[src/rtl/pcd_pkg.sv]
// Shared types and constants for the PNG chunk deframer.
// Holds the item structs, chunk type codes, status codes and the signature table.
// No dependencies.
`default_nettype none

package pcd_pkg;

  typedef struct packed {
    logic [7:0] data_byte;
    logic       end_of_file;
  } pcd_in_t;

  typedef struct packed {
    logic [7:0]  payload_byte;
    logic        payload_valid;
    logic        header_seen;
    logic [31:0] image_width;
    logic [31:0] image_height;
    logic [1:0]  status;
    logic        finished;
  } pcd_out_t;

  // Status codes
  localparam logic [1:0] ST_BUSY       = 2'd0;
  localparam logic [1:0] ST_BAD_SIG    = 2'd1;
  localparam logic [1:0] ST_OK         = 2'd2;
  localparam logic [1:0] ST_SHORT_DATA = 2'd3;

  // Chunk type codes, big-endian ASCII
  localparam logic [31:0] TYPE_IHDR = 32'h4948_4452;
  localparam logic [31:0] TYPE_IDAT = 32'h4944_4154;
  localparam logic [31:0] TYPE_IEND = 32'h4945_4E44;

  localparam int unsigned SIG_LEN        = 8;
  localparam int unsigned FIELD_BYTES    = 4;   // length, type and CRC fields
  localparam int unsigned CHUNK_OVERHEAD = 12;
  localparam int unsigned CRC_BYTES      = CHUNK_OVERHEAD - 2 * FIELD_BYTES;
  localparam int unsigned HDR_DIM_BYTES  = 8;   // width then height in IHDR
  localparam int unsigned MIN_PAYLOAD    = 6;

  function automatic logic [7:0] sig_byte(input logic [2:0] idx);
    logic [7:0] b;
    case (idx)
      3'd0:    b = 8'h89;
      3'd1:    b = 8'h50;
      3'd2:    b = 8'h4E;
      3'd3:    b = 8'h47;
      3'd4:    b = 8'h0D;
      3'd5:    b = 8'h0A;
      3'd6:    b = 8'h1A;
      default: b = 8'h0A;
    endcase
    return b;
  endfunction

endpackage

`default_nettype wire

[src/rtl/png_chunk_deframer_core.sv]
// PNG chunk deframer: streaming signature check and chunk walker.
// Uses pcd_pkg, pcd_in_reg, pcd_parser and pcd_out_reg.
//
// Input channel in_valid/in_stall/in_data carries one file byte per item,
// with end_of_file set on the last byte. Output channel out_valid/out_stall/
// out_data gives exactly one result item per input item, in order: an IDAT
// byte when payload_valid is set, plus the running header, width, height,
// status and finished fields.
// The item sits in the input register and passes the parser into the result
// register, where it waits until the receiver takes it.
// Throughput is one item per cycle while the receiver does not stall; the
// parse state is a single set of registers updated by short per-byte logic
// (one 32-bit count and compare).
// A result waiting in the result register does not block the input: a new
// item is still taken while the parser stage has room.
// When the receiver stalls, the result is held, the parser stage stops, and
// in_stall rises once the input register holds an item too.
// Synchronous reset empties both registers and returns the parser to the
// signature check with all captured fields cleared.
// After IEND or the end-of-file byte every further byte is consumed and
// answered with the final status and finished held high until reset.
`default_nettype none

module png_chunk_deframer_core
  import pcd_pkg::*;
(
  input  wire logic     clk,
  input  wire logic     rst,
  input  wire logic     in_valid,
  output logic          in_stall,
  input  wire pcd_in_t  in_data,
  output logic          out_valid,
  input  wire logic     out_stall,
  output pcd_out_t      out_data
);

  logic     advance;
  logic     held_valid;
  pcd_in_t  held_data;
  logic     fire;
  pcd_out_t result;

  assign fire = held_valid && advance;

  pcd_in_reg u_in_reg (
    .clk        (clk),
    .rst        (rst),
    .in_valid   (in_valid),
    .in_stall   (in_stall),
    .in_data    (in_data),
    .advance    (advance),
    .held_valid (held_valid),
    .held_data  (held_data)
  );

  pcd_parser u_parser (
    .clk    (clk),
    .rst    (rst),
    .fire   (fire),
    .item   (held_data),
    .result (result)
  );

  pcd_out_reg u_out_reg (
    .clk       (clk),
    .rst       (rst),
    .res_valid (held_valid),
    .res_data  (result),
    .advance   (advance),
    .out_valid (out_valid),
    .out_stall (out_stall),
    .out_data  (out_data)
  );

endmodule

`default_nettype wire

[src/rtl/pcd_in_reg.sv]
// Input register of the PNG chunk deframer.
// Holds one accepted item until the parser stage takes it; uses pcd_pkg.
`default_nettype none

module pcd_in_reg
  import pcd_pkg::*;
(
  input  wire logic    clk,
  input  wire logic    rst,
  input  wire logic    in_valid,
  output logic         in_stall,
  input  wire pcd_in_t in_data,
  input  wire logic    advance,
  output logic         held_valid,
  output pcd_in_t      held_data
);

  // Busy only while a held item cannot move on
  assign in_stall = held_valid && !advance;

  always_ff @(posedge clk) begin
    if (rst) begin
      held_valid <= 1'b0;
    end else if (!in_stall) begin
      held_valid <= in_valid;
    end
    if (!in_stall) begin
      held_data <= in_data;
    end
  end

endmodule

`default_nettype wire

[src/rtl/pcd_parser.sv]
// Chunk walker state and per-byte step logic of the PNG chunk deframer.
// Updates the parse state on each fired item and presents its result; uses pcd_pkg.
`default_nettype none

module pcd_parser
  import pcd_pkg::*;
(
  input  wire logic    clk,
  input  wire logic    rst,
  input  wire logic    fire,
  input  wire pcd_in_t item,
  output pcd_out_t     result
);

  typedef enum logic [2:0] {
    PH_SIG  = 3'd0,
    PH_LEN  = 3'd1,
    PH_TYPE = 3'd2,
    PH_DATA = 3'd3,
    PH_CRC  = 3'd4,
    PH_BAD  = 3'd5
  } phase_t;

  phase_t      phase, phase_next;
  logic [3:0]  sig_idx, sig_idx_next;
  logic [31:0] field_cnt, field_cnt_next;
  logic [31:0] field_cnt_inc;
  logic [31:0] chunk_length, chunk_length_next;
  logic [31:0] chunk_type, chunk_type_next;
  logic [31:0] width_store, width_store_next;
  logic [31:0] height_store, height_store_next;
  logic        header_flag, header_flag_next;
  logic [2:0]  payload_count, payload_count_next;
  logic        done_flag, done_flag_next;
  logic [7:0]  pay_byte;
  logic        pay_valid;
  logic [1:0]  status;

  assign field_cnt_inc = field_cnt + 32'd1;

  always_comb begin
    phase_next         = phase;
    sig_idx_next       = sig_idx;
    field_cnt_next     = field_cnt;
    chunk_length_next  = chunk_length;
    chunk_type_next    = chunk_type;
    width_store_next   = width_store;
    height_store_next  = height_store;
    header_flag_next   = header_flag;
    payload_count_next = payload_count;
    done_flag_next     = done_flag;
    pay_byte           = 8'd0;
    pay_valid          = 1'b0;

    if (!done_flag) begin
      unique case (phase)
        PH_SIG: begin
          if (item.data_byte == sig_byte(sig_idx[2:0])) begin
            sig_idx_next = sig_idx + 4'd1;
            if (sig_idx_next >= 4'(SIG_LEN)) begin
              phase_next     = PH_LEN;
              field_cnt_next = 32'd0;
            end
          end else begin
            phase_next = PH_BAD;
          end
        end
        PH_LEN: begin
          chunk_length_next = {chunk_length[23:0], item.data_byte};
          field_cnt_next    = field_cnt_inc;
          if (field_cnt_inc >= 32'(FIELD_BYTES)) begin
            phase_next     = PH_TYPE;
            field_cnt_next = 32'd0;
          end
        end
        PH_TYPE: begin
          chunk_type_next = {chunk_type[23:0], item.data_byte};
          field_cnt_next  = field_cnt_inc;
          if (field_cnt_inc >= 32'(FIELD_BYTES)) begin
            field_cnt_next = 32'd0;
            if (chunk_type_next == TYPE_IEND) begin
              done_flag_next = 1'b1;
            end else if (chunk_length == 32'd0) begin
              phase_next = PH_CRC;
            end else begin
              phase_next = PH_DATA;
            end
          end
        end
        PH_DATA: begin
          if (chunk_type == TYPE_IHDR) begin
            if (field_cnt < 32'(FIELD_BYTES)) begin
              width_store_next = {width_store[23:0], item.data_byte};
            end else if (field_cnt < 32'(HDR_DIM_BYTES)) begin
              height_store_next = {height_store[23:0], item.data_byte};
            end
            if (field_cnt == 32'(HDR_DIM_BYTES - 1)) begin
              header_flag_next = 1'b1;
            end
          end else if (chunk_type == TYPE_IDAT) begin
            pay_byte  = item.data_byte;
            pay_valid = 1'b1;
            if (payload_count < 3'(MIN_PAYLOAD)) begin
              payload_count_next = payload_count + 3'd1;
            end
          end
          field_cnt_next = field_cnt_inc;
          if (field_cnt_inc >= chunk_length) begin
            phase_next     = PH_CRC;
            field_cnt_next = 32'd0;
          end
        end
        PH_CRC: begin
          // skip the CRC, no check
          field_cnt_next = field_cnt_inc;
          if (field_cnt_inc >= 32'(CRC_BYTES)) begin
            phase_next        = PH_LEN;
            field_cnt_next    = 32'd0;
            chunk_length_next = 32'd0;
          end
        end
        default: begin
        end
      endcase

      if (item.end_of_file) begin
        if (phase_next == PH_SIG) begin
          phase_next = PH_BAD;
        end
        done_flag_next = 1'b1;
      end
    end

    if (!done_flag_next) begin
      status = ST_BUSY;
    end else if (phase_next == PH_BAD) begin
      status = ST_BAD_SIG;
    end else if (payload_count_next >= 3'(MIN_PAYLOAD)) begin
      status = ST_OK;
    end else begin
      status = ST_SHORT_DATA;
    end
  end

  always_comb begin
    result.payload_byte  = pay_byte;
    result.payload_valid = pay_valid;
    result.header_seen   = header_flag_next;
    result.image_width   = width_store_next;
    result.image_height  = height_store_next;
    result.status        = status;
    result.finished      = done_flag_next;
  end

  always_ff @(posedge clk) begin
    if (rst) begin
      phase         <= PH_SIG;
      sig_idx       <= 4'd0;
      field_cnt     <= 32'd0;
      chunk_length  <= 32'd0;
      chunk_type    <= 32'd0;
      width_store   <= 32'd0;
      height_store  <= 32'd0;
      header_flag   <= 1'b0;
      payload_count <= 3'd0;
      done_flag     <= 1'b0;
    end else if (fire) begin
      phase         <= phase_next;
      sig_idx       <= sig_idx_next;
      field_cnt     <= field_cnt_next;
      chunk_length  <= chunk_length_next;
      chunk_type    <= chunk_type_next;
      width_store   <= width_store_next;
      height_store  <= height_store_next;
      header_flag   <= header_flag_next;
      payload_count <= payload_count_next;
      done_flag     <= done_flag_next;
    end
  end

endmodule

`default_nettype wire

[src/rtl/pcd_out_reg.sv]
// Result register of the PNG chunk deframer.
// Holds each result item until the receiver takes it; uses pcd_pkg.
`default_nettype none

module pcd_out_reg
  import pcd_pkg::*;
(
  input  wire logic     clk,
  input  wire logic     rst,
  input  wire logic     res_valid,
  input  wire pcd_out_t res_data,
  output logic          advance,
  output logic          out_valid,
  input  wire logic     out_stall,
  output pcd_out_t      out_data
);

  // Load when empty or when the current item is taken this cycle
  assign advance = !out_valid || !out_stall;

  always_ff @(posedge clk) begin
    if (rst) begin
      out_valid <= 1'b0;
    end else if (advance) begin
      out_valid <= res_valid;
    end
    if (advance) begin
      out_data <= res_data;
    end
  end

endmodule

`default_nettype wire

[config.mk]
export PLATFORM = sky130hd
export DESIGN_NAME = png_chunk_deframer_core
export DESIGN_NICKNAME = d
export VERILOG_FILES = /design/src/rtl/pcd_pkg.sv /design/src/rtl/png_chunk_deframer_core.sv /design/src/rtl/pcd_in_reg.sv /design/src/rtl/pcd_parser.sv /design/src/rtl/pcd_out_reg.sv
export SDC_FILE = /design/constraint.sdc
export NUM_CORES = 1
export LEC_CHECK = 0
export ABC_AREA = 1
export BUFFER_PORTS_ARGS = -buffer_cell sky130_fd_sc_hd__buf_2
export CAP_MARGIN = 30
export CORE_MARGIN = 8
export CORE_UTILIZATION = 43
export CTS_CLUSTER_SIZE = 14
export DETAILED_ROUTE_END_ITERATION = 8
export GPL_TIMING_DRIVEN = 1
export PLACE_DENSITY = 0.59
export SLEW_MARGIN = 5
export SYNTH_ARGS = -nofsm -noshare
export SYNTH_HDL_FRONTEND = slang
export SYNTH_SLANG_ARGS = --single-unit
export TNS_END_PERCENT = 10
[constraint.sdc]
create_clock -name clk -period 8.72 [get_ports clk]
set_input_delay 0.436 -clock clk [delete_from_list [all_inputs] [get_ports clk]]
set_output_delay 0.436 -clock clk [all_outputs]
set_load 0.01 [all_outputs]
Word-level counts from Yosys, hierarchy flattened
Cells that the tools add are included.

word-level totals
  output and inout port bits = 79
  input port bits = 13
  register bits after elaboration = 260
  logic and storage cells = 123

cells by class
  bitwise gates (word level) = 4
  equal/unequal tests = 18
  mux-type cells = 49
  order comparisons = 7
  reduce and logical (&&, ||, !) cells = 20
  add/subtract/negate cells = 3

operators by type and width
  cell                     number
  $mux W32                 14
  $eq A32 B31 Y1 const B   3
  $pmux W32 S3             1
  $pmux W32 S2             1
  $mux W3                  17
  $pmux W8 S6              1
  $add A32 B1 Y32 const B  1
  $eq A32 B3 Y1 const B    1
  $ge A32 B3 Y1 const B    1
  $ge A32 B32 Y1           1
  $logic_not A32 Y1        1
  $lt A32 B3 Y1 const B    1
  $lt A32 B4 Y1 const B    1
  $mux W8                  2
  $pmux W3 S5              1
  $eq A3 B2 Y1 const B     4
  $eq A3 B3 Y1 const B     4
  $mux W1                  12
  $logic_not A3 Y1         3
  $eq A8 B8 Y1             1
  $reduce_and A4 Y1        2
  $eq A3 B1 Y1 const B     2
  $ne A2 B1 Y1 const B     3
  $reduce_or A3 Y1         2
  other kinds (15)         21

Longest topological paths before layout
Gate-level depths: netlist of the first run.

  depth after elaboration = 14
  mapped depth = 27
  mapped depth without buffers = 26

Cells and area by module
Synthesis of the first run repeated with hierarchy kept, for this count alone.

unflattened totals
  cell total of the unflattened synthesis = 1593
  area, all modules = 12554.5 um2

by module, submodules not included
  module                   instances  cells each  seq. area each (um2)  area an instance (um2)
  pcd_parser               1          1495        3443.3                9879.5
  pcd_out_reg              1          81          2332.2                2351.0
  pcd_in_reg               1          15          290.3                 316.6
  png_chunk_deframer_core  1          2           0.0                   7.5

Worst setup path before layout of the first run
Ideal clock, no wire load.

  path kind = input-to-reg
  start point = in out_stall
  end point = reg u_parser.field_cnt[10]
  stages = 9
  library setup time = 0.128 ns
  setup slack = 4.669 ns
  data arrival time = 3.924 ns
  path buffers = 1
  data required time = 8.592 ns
  cells stage by stage = nand2_1 nand2_1 nor2_1 inv_1 nor3_1 inv_1 clkbuf_1 a22oi_1 nor2_1

between the ends
  cells in the longest elaborated chain, start to end = 4

ends and longest elaborated chain
  what                                RTL line                       text
  start, declared                     png_chunk_deframer_core.sv:33  input wire logic out_stall,
  $logic_not A1 Y1                    pcd_out_reg.sv:19              assign advance = !out_valid || !out_stall;
  $logic_or A1 B1 Y1                  pcd_out_reg.sv:19
  $logic_and A1 B1 Y1                 png_chunk_deframer_core.sv:43  assign fire = held_valid && advance;
  $reduce_and A5 Y1 (no source line)  --
  end signal, assigned                pcd_parser.sv:170              field_cnt <= field_cnt_next;
  end, declared                       pcd_parser.sv:26               logic [31:0] field_cnt, field_cnt_next;

No other way between the ends.
A chain may end at the register's enable or synchronous reset.

Final worst setup path of the first run
  start point = reg u_parser.field_cnt[0]
  end point = reg u_parser.field_cnt[25]

between the ends
  cells in the longest elaborated chain, start to end = 4
  elaborated cells between the ends (all ways) = 6
  those cells by class = 1 x add/sub; 2 x order compare; 3 x mux

ends and longest elaborated chain
  what                                             RTL line          text
  $add A32 B1 Y32 (*)                              pcd_parser.sv:39  assign field_cnt_inc = field_cnt + 32'd1;
  $ge A32 B3 Y1 or $ge A32 B32 Y1 (tied branches)  --
  $mux W32, on equally long branches               --
  $pmux W32 S3 (*)                                 pcd_parser.sv:56  unique case (phase)

Every way passes the cells marked *; elsewhere a longest branch is shown, timed or not.

==> flow_metrics.env, run 1 <==
export IMPL_core_area_sq_um=29600
export IMPL_netlist_area_sq_um=12800
export IMPL_route_detailed_wl_per_inst_um=15.3
export IMPL_setup_slack_ps=4780
export IMPL_globalRouteTotalUtil_pct=17.5
export IMPL_initial_utilization_pct=43.4
export IMPL_dr_total_vias=10855
export IMPL_synth_mux_area_fraction_pct=0
export IMPL_timing_rr_end="u_parser.field_cnt[25]"
export IMPL_die_w_um=189
export IMPL_synth_top_area_share_pct=27.1
export IMPL_vdd_ir_drop_worst_uv=144
export IMPL_diodes=0
export IMPL_route_detailed_drc=0
export IMPL_critical_path_endpoint_type="flop"
export IMPL_critPathRequiredTime_ps=9110
export IMPL_layout_drive_gt1_share_pct=12.6
export IMPL_die_height_um=189
export IMPL_pin_count=92
export IMPL_r2r_setup_slack_ps=4780
export IMPL_clock_sinks=260
export IMPL_grt_pass1_wl_um=52200
export IMPL_clkLatencyLatePin_ps=550
export IMPL_min_period_over_period_pct=45.2
export IMPL_tritoncts_clock_tree="built"
export IMPL_hold_buffers=0
export IMPL_power_per_cell_area_nw_per_um2=189
export IMPL_synthXorXnorAreaFrac_pct=0.341
export IMPL_ys_seq_area_share_pct=47.2
export IMPL_clock_group_share_of_total_power_pct=42.0
export IMPL_timing_final_max_slew_violations=0
export IMPL_timing_worst_slew_pin_value_ps=891
export IMPL_place_detailed_hpwl_um=22800
export IMPL_p_leak_nw=6.49
export IMPL_ctsResizeCount=0
export IMPL_synth_edff_count=86
export IMPL_timing_rr_start="u_parser.field_cnt[0]"
export IMPL_slew_headroom_pct=40.6
export IMPL_overflow=0
export IMPL_cts_root_buf="clkbuf_16"
export IMPL_cts_htree_levels=1
export IMPL_synthArstFlopShare_pct=0
export IMPL_worst_clk_skew_ps=12.7
export IMPL_timing_setup_tns_ps=0
export IMPL_crit_slowest_cell="dfxtp_1"
export IMPL_path_delay_family="simple AND/OR/NAND/NOR gates"
export IMPL_fmax_mhz=254
export IMPL_netlist_top_cells_area="dfxtp_1, edfxtp_1, inv_1, nand2_1, o21ai_0"
export IMPL_dp_cells=2040
export IMPL_fp_dieArea_sq_um=35600
export IMPL_drv_max_cap_violation_count=0
export IMPL_floorplan_row_count=63
export IMPL_instances_no_fill=2093
export IMPL_finalNetCount=1732
export IMPL_cellInternalPower_w=0.00206
export IMPL_seq_power_share_pct=49.4
export IMPL_pre_cts_slack_ps=4910
export IMPL_hold_path_class="input port to flop"
export IMPL_yosysUniqueCellTypes=48
export IMPL_p_sw_w=0.000679
export IMPL_min_delay_worst_endpoint="u_in_reg.held_data[8]"
export IMPL_place_port_buffers=91
export IMPL_synthSimpleGateAreaFrac_pct=20.0
export IMPL_yosys_warnings=0
export IMPL_library_cell_occupying_the_most_area_in_the_post_synthesis_netlist="dfxtp_1"
export IMPL_min_period_ps=3940
export IMPL_hp_start="in_data[8]"
export IMPL_grt_pass1_vias=9892
export IMPL_netlist_instances=1619
export IMPL_syn_num_nets=1670
export IMPL_p_comb_share_pct=8.6
export IMPL_top_cell_by_count_worst_path="nand4_1"
export IMPL_power_share_switching_pct=24.8
export IMPL_cts_reportedPaths_clkPinSlew_ps=60
export IMPL_crit_path_max_incr_delay_ps=390
export IMPL_reg2reg_depth=20
export IMPL_status="complete, no violations"
export IMPL_worstHoldPathCells=1
export IMPL_cp_max_fo=30
export IMPL_postSynth_topFlopCell="dfxtp_1"
export IMPL_grt_max_degree=94
export IMPL_hold_worst_slack_ps=62.7
export IMPL_synth_avg_cell_area_sq_um=7.93
export IMPL_antenna_found_initial=0
export IMPL_gp_congestion=0.878
export IMPL_numCtsBuffers=28
export IMPL_grt_setup_unrepaired="no"
export IMPL_drt_total_wl_um=32000
export IMPL_drtAntennaViolNets=0
export IMPL_timing_critical_path_cells="ha_1 > nand2_2 > nor2_4 > nand2_4 > nor2_4 > nand4_1 > nand2_1 > inv_1 > ha_1 > nand4_1 > nor3_1 > nand4_1 > nor2_1 > a21oi_1 > nand3_1 > o21ai_1 > nand3_1 > inv_2 > a22oi_1 > nor2_1"
export IMPL_path_buf_inv=2
export IMPL_dr_vias_cell=5.19
export IMPL_clockBufferDepth=3
export IMPL_drt_initial_drc_count=838
export IMPL_critPathKind="flop to flop"
export IMPL_number_of_setup_buffers_added_after_cts=0
export IMPL_critical_path_arrival_ps=4330
export IMPL_combinational_family_with_the_most_area_after_synthesis="simple AND/OR/NAND/NOR gates"
export IMPL_worstSetupStartpointType="flop"
export IMPL_synth_ff_latch_count=260
export IMPL_drt_first_pass_iters=5
export IMPL_synth_compound_gate_area_share_pct=18.1
export IMPL_setup_violations_final=0
export IMPL_timing_hold_violations_final=0
export IMPL_syn2layout_area_growth_pct=13.0
export IMPL_yosys_area_share_adder_pct=3.70
## logic make-up after synthesis
logic type | Yosys count
AO/OA/AOI/OAI | 398
XOR/XNOR | 5
adder cells (fa/ha/maj) | 38
buffers and inverters | 342
flip-flops | 260
AND/OR/NAND/NOR | 576
## state kept, by name, summed over array words and instances, names as in the netlist
| signal | cells |
|---|---|
| u_parser.payload_count | 3 |
| u_in_reg.held_valid | 1 |
| u_parser.chunk_length | 32 |
| u_in_reg.held_data | 9 |
| u_parser.chunk_type | 32 |
| u_parser.field_cnt | 32 |
| u_out_reg.out_data | 77 |
| u_parser.height_store | 32 |
| u_parser.done_flag | 1 |
| u_parser.phase | 3 |
| u_parser.header_flag | 1 |
| u_out_reg.out_valid | 1 |
| u_parser.width_store | 32 |
| u_parser.sig_idx | 4 |
## power by group through the flow
stage | logic (W) | clock network [W] | registers, W
4_1_cts | 0.000236 | 0.00118 | 0.00135
6_report | 0.000234 | 0.00115 | 0.00135
3_5_place_dp | 0.000234 | 0 | 0.00138
5_1_grt | 0.000267 | 0.00123 | 0.00136
2_1_floorplan | 0.000142 | 0 | 0.00139
3_3_place_gp | 0.000228 | 0 | 0.00138
## cells in the final DEF, fill, tap and decap left out, types with 30 or more instances in the layout
| cell | Yosys | layout |
|---|---|---|
| a21oi_1 | 139 | 139 |
| a22oi_1 | 30 | 30 |
| buf_2 | 1 | 90 |
| dfxtp_1 | 174 | 174 |
| edfxtp_1 | 86 | 86 |
| ha_1 | 38 | 38 |
| inv_1 | 266 | 266 |
| nand2_1 | 256 | 253 |
| nand3_1 | 53 | 53 |
| nor2_1 | 158 | 157 |
| o21ai_0 | 179 | 179 |
## worst max-delay path by stage
stage               depth (start not counted)  slack [ps]                  start                     end
floorplan                                   9        4670              out_stall  u_parser.field_cnt[10]
detailed placement                         20        4910  u_parser.field_cnt[0]  u_parser.field_cnt[22]
finish                                     20        4780  u_parser.field_cnt[0]  u_parser.field_cnt[25]
global placement                           20        4970  u_parser.field_cnt[1]  u_parser.field_cnt[13]
global route                               20        4410  u_parser.field_cnt[0]  u_parser.field_cnt[17]
CTS                                        20        4840  u_parser.field_cnt[0]  u_parser.field_cnt[22]
## synth_stat cells, types with 2 or more instances
cell / instances
inv_1: 266
nand2_1: 256
o21ai_0: 179
dfxtp_1: 174
nor2_1: 158
a21oi_1: 139
edfxtp_1: 86
clkbuf_1: 57
nand3_1: 53
ha_1: 38
a22oi_1: 30
a211oi_2: 28
nand4_1: 26
nor3_1: 21
nor4_1: 20
a211oi_1: 9
nand2_2: 8
nor2_2: 8
nor2_4: 8
buf_6: 6
buf_4: 4
xor2_1: 4
clkinv_1: 3
inv_2: 3
nand3b_1: 3
a31oi_1: 2
and2_1: 2
nand2_4: 2
nand3_2: 2
o21a_1: 2
o21ai_1: 2
o21bai_1: 2
o221ai_1: 2
or2_2: 2
## area by class of cell
| cell class | instances | area [sq um] |
|---|---|---|
| well taps | 390 | 488 |
| inverters | 272 | 1020 |
| flip-flops and latches | 260 | 6070 |
| clock inverters | 16 | 156 |
| clock buffers | 36 | 741 |
| multi-input cells | 1017 | 5440 |
| fillers | 2893 | 15100 |
| repair buffers | 102 | 601 |
## routing by layer
metal	GRT usage [%]	vias to the layer above	share of wire [%]
met2	27.3	249	44
met3	2.90	53	5.6
met5	0	-	0
li1	-	5487	-
met1	24.6	5066	48
met4	5.23	0	2.6
## worst register-to-register path: cells and delay by family (launching register included)
kind            cells  cell delay [ps]
compound gates      3              460
fa+ha+maj           2              620
buf+inv             2              330
flops               1              390
simple gates       13             1960
## metrics by stage
stage / total power [W] / cell area, sq um / util, %
floorplan: 0.00153 / 12800 / -
global placement: 0.00161 / 13500 / 45.7
detailed placement: 0.00162 / 13600 / 46.0
CTS: 0.00278 / 14500 / 49.0
global route: 0.00286 / 14500 / 49.1
finish: 0.00274 / 14500 / 49.1
No activity file was read; power rests on OpenSTA's default activity.
==> run 2: changes to the inputs <==
==> constraint.sdc (replaced) <==
create_clock -name clk -period 3.9 [get_ports clk]
set_input_delay 0.195 -clock clk [delete_from_list [all_inputs] [get_ports clk]]
set_output_delay 0.195 -clock clk [all_outputs]
set_load 0.01 [all_outputs]
==> flow_metrics.env, run 2 (synthesis gave the netlist of run 1 again) <==
export IMPL_layout_cells_most_common_list="inv_1, nand2_1, o21ai_0, dfxtp_1, nor2_1"
export IMPL_die_height_um=189
export IMPL_timing_final_max_slew_violations=0
export IMPL_fp_dieArea_sq_um=35600
export IMPL_clock_sinks=260
export IMPL_place_detailed_hpwl_um=23200
export IMPL_cts_root_buf="clkbuf_16"
export IMPL_path_depth=22
export IMPL_route_detailed_drc=0
export IMPL_cts_reportedPaths_clkPinSlew_ps=60
export IMPL_min_period_ps=3550
export IMPL_initial_utilization_pct=43.4
export IMPL_largest_register_ffs=77
export IMPL_setup_violations_final=0
export IMPL_worst_clk_skew_ps=15.7
export IMPL_hold_path_class="input port to flop"
export IMPL_crit_slowest_cell="dfxtp_1"
export IMPL_commonest_non_fill_non_tap_cell_in_the_layout="inv_1"
export IMPL_cts_htree_levels=1
export IMPL_diodes=0
export IMPL_critPathLaunch="u_parser.field_cnt[0]"
export IMPL_route_detailed_wl_per_inst_um=15.7
export IMPL_timing_setup_tns_ps=0
export IMPL_pin_count=92
export IMPL_drv_max_cap_violation_count=0
export IMPL_gp_congestion=0.899
export IMPL_p_leak_nw=6.56
export IMPL_drt_first_pass_iters=6
export IMPL_hp_start="out_stall"
export IMPL_number_of_setup_buffers_added_after_cts=0
export IMPL_grt_pass1_wl_um=52900
export IMPL_die_w_um=189
export IMPL_power_per_cell_area_nw_per_um2=419
export IMPL_worstSetupStartpointType="flop"
export IMPL_syn2layout_area_growth_pct=14.0
export IMPL_critPathKind="flop to flop"
export IMPL_path_delay_family="simple AND/OR/NAND/NOR gates"
export IMPL_dr_total_vias=10883
export IMPL_timing_critical_path_cells="ha_1 > nand2_2 > nor2_4 > nand2_2 > nor2_2 > nand3_1 > nand2_1 > inv_1 > ha_1 > nand4_1 > nor3_2 > nand4_1 > nor2_1 > a21oi_2 > nand3_1 > nand3_1 > nor2_2 > nand3_1 > nand2_1 > nand3_1 > nand2_1 > inv_1"
export IMPL_vdd_ir_drop_worst_uv=286
export IMPL_floorplan_row_count=63
export IMPL_numCtsBuffers=29
export IMPL_path_buf_inv=2
export IMPL_finalNetCount=1748
export IMPL_globalRouteTotalUtil_pct=17.9
export IMPL_critical_path_endpoint_type="flop"
export IMPL_crit_path_max_incr_delay_ps=400
export IMPL_tritoncts_clock_tree="built"
export IMPL_critical_path_arrival_ps=3860
export IMPL_place_port_buffers=91
export IMPL_overflow=0
export IMPL_timing_worst_slew_pin_value_ps=902
export IMPL_slew_headroom_pct=39.9
export IMPL_critPathRequiredTime_ps=4210
export IMPL_status="complete, no violations"
export IMPL_clkLatencyLatePin_ps=560
export IMPL_utilization_pct=49.5
export IMPL_drt_total_wl_um=33100
export IMPL_antenna_found_initial=0
export IMPL_timing_rr_start="u_parser.field_cnt[0]"
export IMPL_timing_hold_violations_final=0
export IMPL_dr_vias_cell=5.17
export IMPL_top_register="u_out_reg.out_data"
export IMPL_drtAntennaViolNets=0
export IMPL_top_cell_by_count_worst_path="nand3_1"
export IMPL_reg2reg_depth=22
export IMPL_core_area_sq_um=29600
export IMPL_fmax_mhz=282
export IMPL_grt_max_degree=94
export IMPL_timing_rr_end="u_out_reg.out_data[2]"
export IMPL_clockBufferDepth=3
export IMPL_critical_path_endpoint="u_out_reg.out_data[2]"
export IMPL_grt_setup_unrepaired="no"
export IMPL_grt_pass1_vias=10006
export IMPL_r2r_setup_slack_ps=350
export IMPL_min_period_over_period_pct=91.1
export IMPL_cp_max_fo=7
export IMPL_layout_drive_gt1_share_pct=13.1
export IMPL_drt_initial_drc_count=926
-- run 2: metrics by stage --
| step | total power [W] | instance area [sq um] | hold slack (ps) | setup slack (ps) | instances |
|---|---|---|---|---|---|
| finish | 0.00614 | 14600 | 236 | 348 | 2107 |
| CTS | 0.00621 | 14600 | 227 | 270 | 2107 |
| detailed placement | 0.00361 | 13600 | 373 | 299 | 2046 |
| floorplan | 0.00342 | 12800 | 294 | 760 | 1619 |
| global placement | 0.00360 | 13600 | 376 | 388 | 2045 |
| global route | 0.00639 | 14600 | 248 | 16.7 | 2107 |
-- run 2: final cells by class --
cell class                 instances  area [sq um]
sequential                       260          6070
clock buffer                      41           831
multi-input combinational       1017          5450
tap                              390           488
fill                            2914         14900
timing repair buffer             117           711
clock inverter                    10          67.6
inverter                         272          1020
-- run 2: how the worst min path moves through the flow --
stage | to | depth (start not counted)
6_report | u_out_reg.out_data[29] | 2
5_1_grt | u_parser.field_cnt[28] | 2
4_1_cts | u_parser.field_cnt[27] | 2
3_5_place_dp | u_in_reg.held_data[5] | 1
3_3_place_gp | u_in_reg.held_data[7] | 1
2_1_floorplan | u_in_reg.held_data[0] | 0
-- run 2: what timing repair did --
action | in CTS | in global routing
hold buffers | 10 | 0
endpoints found under the hold margin | 10 | 0
resized for setup | 0 | 3
setup endpoints to repair | 0 | 30
-- run 2: metal layers --
layer	vias to the layer above	wire length, um	track usage (%)
met5	-	0	0
met4	0	635	4.51
met3	44	1700	2.62
met2	283	15000	29.3
met1	5044	15700	24.4
li1	5512	-	-
-- run 2: where the power goes --
part	internal (W)	leakage (nW)	total (W)	switching, W
combinational	0.000183	3.70	0.000530	0.000347
sequential	0.00295	2.41	0.00303	0.0000800
clock	0.00148	0.449	0.00258	0.00110
total	0.00461	6.56	0.00614	0.00152
